## src/rtl/core/cls_pkg.sv

```systemverilog
// Shared types and constants of the compacting list store.
package cls_pkg;

	localparam int CAPACITY_DEF = 16;

	localparam logic [1:0] ACT_INSERT = 2'd0;
	localparam logic [1:0] ACT_REMOVE = 2'd1;
	localparam logic [1:0] ACT_READ   = 2'd2;

	typedef struct packed {
		logic load;
		logic append;
		logic rd_pos;
		logic scan;
		logic move;
		logic dec;
		logic finish;
		logic ok;
		logic ret;
	} cmd_t;

	typedef struct packed {
		logic [1:0] action;
		logic       full;
		logic       empty;
		logic       pos_ok;
		logic       hit;
		logic       scan_end;
		logic       src_live;
	} status_t;

endpackage

```

## src/rtl/core/cls_datapath.sv

```systemverilog
// Entry memory, fill count, walk index and result registers of the list store.
module cls_datapath #(
	parameter int CAPACITY = cls_pkg::CAPACITY_DEF
) (
	input  logic                clk,
	input  logic                arst_n,
	input  logic [1:0]          action,
	input  logic signed [31:0]  value,
	input  logic [3:0]          position,
	input  cls_pkg::cmd_t       cmd,
	output cls_pkg::status_t    status,
	output logic                done,
	output logic                ok,
	output logic signed [31:0]  read_value,
	output logic [4:0]          count,
	output logic                is_empty,
	output logic                is_full
);

	localparam int AW = $clog2(CAPACITY);
	localparam int CW = $clog2(CAPACITY + 1);
	localparam int IW = $clog2(CAPACITY + 2);

	logic [31:0]        mem [CAPACITY];
	logic [1:0]         action_q;
	logic signed [31:0] value_q;
	logic [3:0]         pos_q;
	logic [CW-1:0]      cnt_q;
	logic [IW-1:0]      idx_q;
	logic [31:0]        rdata_q;
	logic               done_q;
	logic               ok_q;
	logic signed [31:0] rval_q;
	logic [CW+4:0]      cnt_ext;
	logic               rd_en;
	logic [AW-1:0]      raddr;

	always_comb begin
		rd_en = 1'b0;
		raddr = AW'(idx_q);
		if (cmd.rd_pos) begin
			rd_en = 1'b1;
			raddr = AW'(pos_q);
		end else if (cmd.scan || cmd.move) begin
			rd_en = (32'(idx_q) < 32'(cnt_q));
		end
	end

	always_ff @(posedge clk) begin
		if (rd_en) begin
			rdata_q <= mem[raddr];
		end
		if (cmd.append) begin
			mem[AW'(cnt_q)] <= value_q;
		end else if (cmd.move) begin
			mem[AW'(idx_q - IW'(2))] <= rdata_q;
		end
		if (cmd.load) begin
			action_q <= action;
			value_q  <= value;
			pos_q    <= position;
		end
		if (cmd.finish) begin
			ok_q   <= cmd.ok;
			rval_q <= cmd.ret ? signed'(rdata_q) : 32'sd0;
		end
	end

	always_ff @(posedge clk or negedge arst_n) begin
		if (!arst_n) begin
			cnt_q  <= '0;
			idx_q  <= '0;
			done_q <= 1'b0;
		end else begin
			done_q <= cmd.finish;
			if (cmd.append) begin
				cnt_q <= cnt_q + CW'(1);
			end else if (cmd.dec) begin
				cnt_q <= cnt_q - CW'(1);
			end
			if (cmd.load) begin
				idx_q <= '0;
			end else if (cmd.scan || cmd.move) begin
				idx_q <= idx_q + IW'(1);
			end
		end
	end

	always_comb begin
		status.action   = action_q;
		status.full     = (32'(cnt_q) == 32'(CAPACITY));
		status.empty    = (cnt_q == '0);
		status.pos_ok   = (32'(pos_q) < 32'(cnt_q)) && (32'(pos_q) < 32'(CAPACITY));
		status.hit      = (signed'(rdata_q) == value_q);
		status.scan_end = (32'(idx_q) == 32'(cnt_q));
		status.src_live = (32'(idx_q) <= 32'(cnt_q));
	end

	assign cnt_ext    = {5'd0, cnt_q};
	assign done       = done_q;
	assign ok         = ok_q;
	assign read_value = rval_q;
	assign count      = cnt_ext[4:0];
	assign is_empty   = (cnt_q == '0);
	assign is_full    = (32'(cnt_q) == 32'(CAPACITY));

endmodule

```

## src/rtl/core/cls_ctrl.sv

```systemverilog
// Controller state machine of the list store.
module cls_ctrl (
	input  logic                clk,
	input  logic                arst_n,
	input  logic                start,
	input  cls_pkg::status_t    status,
	output cls_pkg::cmd_t       cmd,
	output logic                busy
);

	localparam logic [2:0] S_IDLE   = 3'd0;
	localparam logic [2:0] S_EXEC   = 3'd1;
	localparam logic [2:0] S_RDWAIT = 3'd2;
	localparam logic [2:0] S_SEARCH = 3'd3;
	localparam logic [2:0] S_SHIFT  = 3'd4;

	logic [2:0] state_q;
	logic [2:0] state_d;

	always_comb begin
		cmd     = '0;
		state_d = state_q;
		unique case (state_q)
			S_IDLE: begin
				if (start) begin
					cmd.load = 1'b1;
					state_d  = S_EXEC;
				end
			end
			S_EXEC: begin
				unique case (status.action)
					cls_pkg::ACT_INSERT: begin
						cmd.finish = 1'b1;
						if (!status.full) begin
							cmd.append = 1'b1;
							cmd.ok     = 1'b1;
						end
						state_d = S_IDLE;
					end
					cls_pkg::ACT_REMOVE: begin
						if (status.empty) begin
							cmd.finish = 1'b1;
							state_d    = S_IDLE;
						end else begin
							cmd.scan = 1'b1;
							state_d  = S_SEARCH;
						end
					end
					cls_pkg::ACT_READ: begin
						if (status.pos_ok) begin
							cmd.rd_pos = 1'b1;
							state_d    = S_RDWAIT;
						end else begin
							cmd.finish = 1'b1;
							state_d    = S_IDLE;
						end
					end
					default: begin
						cmd.finish = 1'b1;
						state_d    = S_IDLE;
					end
				endcase
			end
			S_RDWAIT: begin
				cmd.finish = 1'b1;
				cmd.ok     = 1'b1;
				cmd.ret    = 1'b1;
				state_d    = S_IDLE;
			end
			S_SEARCH: begin
				if (status.hit) begin
					cmd.scan = 1'b1;
					state_d  = S_SHIFT;
				end else if (status.scan_end) begin
					cmd.finish = 1'b1;
					state_d    = S_IDLE;
				end else begin
					cmd.scan = 1'b1;
				end
			end
			S_SHIFT: begin
				if (status.src_live) begin
					cmd.move = 1'b1;
				end else begin
					cmd.dec    = 1'b1;
					cmd.finish = 1'b1;
					cmd.ok     = 1'b1;
					state_d    = S_IDLE;
				end
			end
			default: begin
				state_d = S_IDLE;
			end
		endcase
	end

	always_ff @(posedge clk or negedge arst_n) begin
		if (!arst_n) begin
			state_q <= S_IDLE;
		end else begin
			state_q <= state_d;
		end
	end

	assign busy = (state_q != S_IDLE);

endmodule

```

## src/rtl/core/compacting_list_store_unit.sv

```systemverilog
// Compacting list store: a packed list of signed 32-bit values in one
// memory of CAPACITY entries. A beat is taken when start is high and busy
// is low; its result appears for exactly one cycle with done high and
// cannot be held off, so the receiver must take it then. Insert, an
// unknown action and a failed empty or position check finish from the
// execute state, a good read from a read-wait state after it. Remove
// walks the memory one entry a cycle through its single read port,
// first searching for the value and then moving each later entry down
// one place. A new beat may be taken in the cycle that done is shown.
module compacting_list_store_unit #(
	parameter int CAPACITY = cls_pkg::CAPACITY_DEF
) (
	input  logic               clk,
	input  logic               arst_n,
	input  logic               start,
	output logic               busy,
	input  logic [1:0]         action,
	input  logic signed [31:0] value,
	input  logic [3:0]         position,
	output logic               done,
	output logic               ok,
	output logic signed [31:0] read_value,
	output logic [4:0]         count,
	output logic               is_empty,
	output logic               is_full
);

	cls_pkg::cmd_t    cmd;
	cls_pkg::status_t status;

	cls_ctrl u_ctrl (
		.clk    (clk),
		.arst_n (arst_n),
		.start  (start),
		.status (status),
		.cmd    (cmd),
		.busy   (busy)
	);

	cls_datapath #(
		.CAPACITY (CAPACITY)
	) u_datapath (
		.clk        (clk),
		.arst_n     (arst_n),
		.action     (action),
		.value      (value),
		.position   (position),
		.cmd        (cmd),
		.status     (status),
		.done       (done),
		.ok         (ok),
		.read_value (read_value),
		.count      (count),
		.is_empty   (is_empty),
		.is_full    (is_full)
	);

endmodule

```

## config.mk

```make
export PLATFORM = sky130hd
export DESIGN_NAME = compacting_list_store_unit
export DESIGN_NICKNAME = d
export VERILOG_FILES = /design/src/rtl/core/cls_pkg.sv /design/src/rtl/core/cls_datapath.sv /design/src/rtl/core/cls_ctrl.sv /design/src/rtl/core/compacting_list_store_unit.sv
export SDC_FILE = /design/constraint.sdc
export NUM_CORES = 1
export LEC_CHECK = 0
export BUFFER_PORTS_ARGS = -buffer_cell sky130_fd_sc_hd__buf_4
export CORE_AREA = 2 2 243 245
export DETAILED_ROUTE_END_ITERATION = 10
export DIE_AREA = 0 0 245 247
export PLACE_DENSITY = 0.61
export SYNTH_ARGS = -nofsm -noshare
export SYNTH_HDL_FRONTEND = slang
export SYNTH_SLANG_ARGS = --single-unit
export TNS_END_PERCENT = 1
```

## constraint.sdc

```tcl
create_clock -name clk -period 8.25 [get_ports clk]
set_clock_uncertainty 0.1 [all_clocks]
set_input_delay 1.65 -clock clk [delete_from_list [all_inputs] [get_ports clk]]
set_output_delay 1.65 -clock clk [all_outputs]
set_load 0.01 [all_outputs]
```

==> results_dict.tcl <==
set metrics [dict create \
    setup_viol 0 \
    worst_pin_slew_ps 1092 \
    cts_resized 0 \
    remaining_drc_errors 0 \
    post_dp_cell_area_mm2 0.02690 \
    fillers 4821 \
    die_area_mm2 0.06052 \
    holdBufCountCts 0 \
    status "finished clean" \
    crit_path_max_fanout 32 \
    row_count 89 \
    switching_share 0.2891 \
    routed-wl-met2_um 29910 \
    dpl.hpwl_um 31070 \
    setup_tns_ps 0 \
    place_congestion 0.7973 \
    syn_avg_cell_area_um2 17.21 \
    cts_sinks 629 \
    first_pass_iters 5 \
    yosysTopAreaCellShare 0.7333 \
    powerDensity_mw_per_mm2 318.4 \
    critical_path_arrival_ps 4570 \
    ys_seq_elements 629 \
    synthArstFlopShare 0.02226 \
    clkPwrFrac 0.317 \
    syn_nets 1522 \
    start_util 0.4324 \
    p_total_mw 9.235 \
    finalInstanceArea_mm2 0.02901 \
    grt_pass1_wl_um 90950 \
    drtIter0Drc 1220 \
    final-hold-violation-count 0 \
    met3_length_um 4017 \
    via_count 13590 \
    crit_type "register to register" \
    ys_seq_area_frac 0.7472 \
    grt.overflow.total 0 \
    pre_cts_slack_ps 3914 \
    hp-class "register to register" \
    clockBufferDepth 3 \
    final_util 0.4981 \
    highest_layer "met4" \
    antenna_found_initial 1 \
    ys_warn_count 0 \
    viasPerCell 5.671 \
    hold_slack_ps 405.3 \
    cts_tree "yes" \
    cts_inserted_buffers 66 \
    io_pins 83 \
    ff2ff_setup_slack_ps 3900 \
    seqPwrFrac 0.455 \
    synth_cells 1463 \
    clockRootBuffer "clkbuf_16" \
    synth_area_leader_cell "edfxtp_1" \
    combinationalPowerShare 0.228 \
    grt_setup_unrepaired "false" \
    ant_nets 0 \
    grt_pass1_vias 13310 \
    yosysUniqueCellTypes 48 \
    slew_violations 0 \
    met1_length_um 27990 \
    slew_headroom 0.2718 \
    finalNetCount 1635 \
    synth-main-ff-cell "edfxtp_1" \
    fin_cells 2396 \
    synth_edf_count 615 \
    max-cap-violations 0 \
    die_x_um 245 \
    antenna_cells 0 \
    end_kind "register" \
    fmax_ghz 0.2297 \
    grt_max_degree 137 \
    drive_gt1_frac 0.1984 \
    fp.dieH_um 247 \
    period_needed_ps 4354 \
    fin_crit_sh 0.5277 \
    max-vdd-ir-drop_uv 249.4 \
    p_leak_nw 10.56 \
    power.switching_mw 2.670 \
    insertion_delay_ps 600 \
    p_int_mw 6.565 \
    syn_to_final_growth_pct 15.17 \
    cp.required_ps 8470 \
    io_buffers 82 \
    avgRoutedWirePerCell_um 26.48 \
    startpoint_type "register" \
    coreArea_mm2 0.05824 \
    path_clk_slew_ps 60 \
    synth_area_mm2 0.02519 \
    h-tree-depth 3 \
    synthTopCellsByArea "edfxtp_1 73%, mux2i_1 5.6%, mux2_2 3.9%" \
    wirelength_um 63440 \
    gr-usage-all-layers 0.2103 \
    postCtsSetupBuffers 0 \
    setup_slack_ps 3896 \
    placedCellCount 2281 \
]
[layout by cell type (no fill, tap or decap), types with 10 or more instances in the layout]
cell,instances
dfrtp_1,14
ha_1,17
buf_4,112
mux2_2,88
o22ai_1,64
clkbuf_1,14
xnor2_1,36
nand4_1,10
nand2_1,112
clkinv_1,15
nor2_4,16
a22o_1,64
inv_1,15
nor2_1,12
mux2i_1,136
clkbuf_16,68
mux2_1,39
or4_1,32
and2_1,33
edfxtp_1,615
[final cells by class]
class                           count  area, um2  area share
Sequential cell                   629      18820      0.6487
Multi-Input combinational cell    747       6171      0.2127
Clock buffer                       82       1754     0.06048
Tap cell                          773      967.2     0.03334
Timing Repair Buffer              114      880.8     0.03037
Clock inverter                     33      347.8     0.01199
Inverter                           18      67.56    0.002329
[worst max-delay path: stages, from the launching register on]
cell     delay (ps)
dfrtp_1         460
inv_1           180
ha_1            340
a21oi_1         130
o21ai_0         210
a21oi_1         250
o21a_1          740
mux2i_4         330
buf_4           560
o22ai_1         190
or4_1           530
[state kept, by name, summed over array words and instances, names as in the netlist]
name / count
u_datapath.ok: 1
u_datapath.read_value: 32
u_datapath.mem: 512
u_datapath.count: 5
u_ctrl.state_q: 3
u_datapath.done: 1
u_datapath.idx_q: 5
u_datapath.action_q: 2
u_datapath.pos_q: 4
u_datapath.rdata_q: 32
u_datapath.value_q: 32
[routing by layer]
metal / track usage / up-vias
met1: 0.2977 / 7010
met5: 0 / -
met3: 0.03169 / 94
met4: 0.06062 / 0
li1: - / 5961
met2: 0.3386 / 523
[synth_stat cells, drive strengths merged (3+ instances only)]
cell type	instances
edfxtp	615
mux2i	142
mux2	130
nand2	112
a22o	64
o22ai	64
clkbuf	39
xnor2	36
and2	33
or4	32
buf	30
nor2	28
ha	17
inv	16
dfrtp	14
nand4	10
a21oi	8
nor3	8
nand3	7
o21ai	7
a31oi	5
nor3b	5
and3	4
nand3b	4
a32oi	3
nand2b	3
nor4	3
or3	3
xor2	3
[worst paths after layout]
path                                     startpoint                      to  depth (start not counted)
worst max register to register  u_datapath.count[2]  u_datapath.rdata_q[15]                         10
max in group asynchronous                    arst_n       u_ctrl.state_q[1]                          1
worst min register to register  u_datapath.idx_q[4]     u_datapath.idx_q[4]                          1
min in group asynchronous                    arst_n     u_datapath.count[2]                          1
worst min-delay path            u_datapath.idx_q[4]     u_datapath.idx_q[4]                          1
worst max-delay path            u_datapath.count[2]  u_datapath.rdata_q[15]                         10
[power groups by stage]
stage	combinational [mW]	clock [mW]	sequential, mW
global route	2.27	3.09	4.23
CTS	2.12	2.98	4.20
floorplan	1.34	0	4.25
detailed placement	2.11	0	4.26
finish	2.11	2.93	4.20
global placement	2.09	0	4.26
[kinds of logic after synthesis]
logic type | share of synthesized area
AO/OA/AOI/OAI | 0.04685
XOR/XNOR | 0.01356
adder cells (fa/ha/maj) | 0.009240
buffers and inverters | 0.01694
flip-flops | 0.7472
multiplexers | 0.1150
AND/OR/NAND/NOR | 0.05122
No activity file was read; power rests on OpenSTA's default activity.
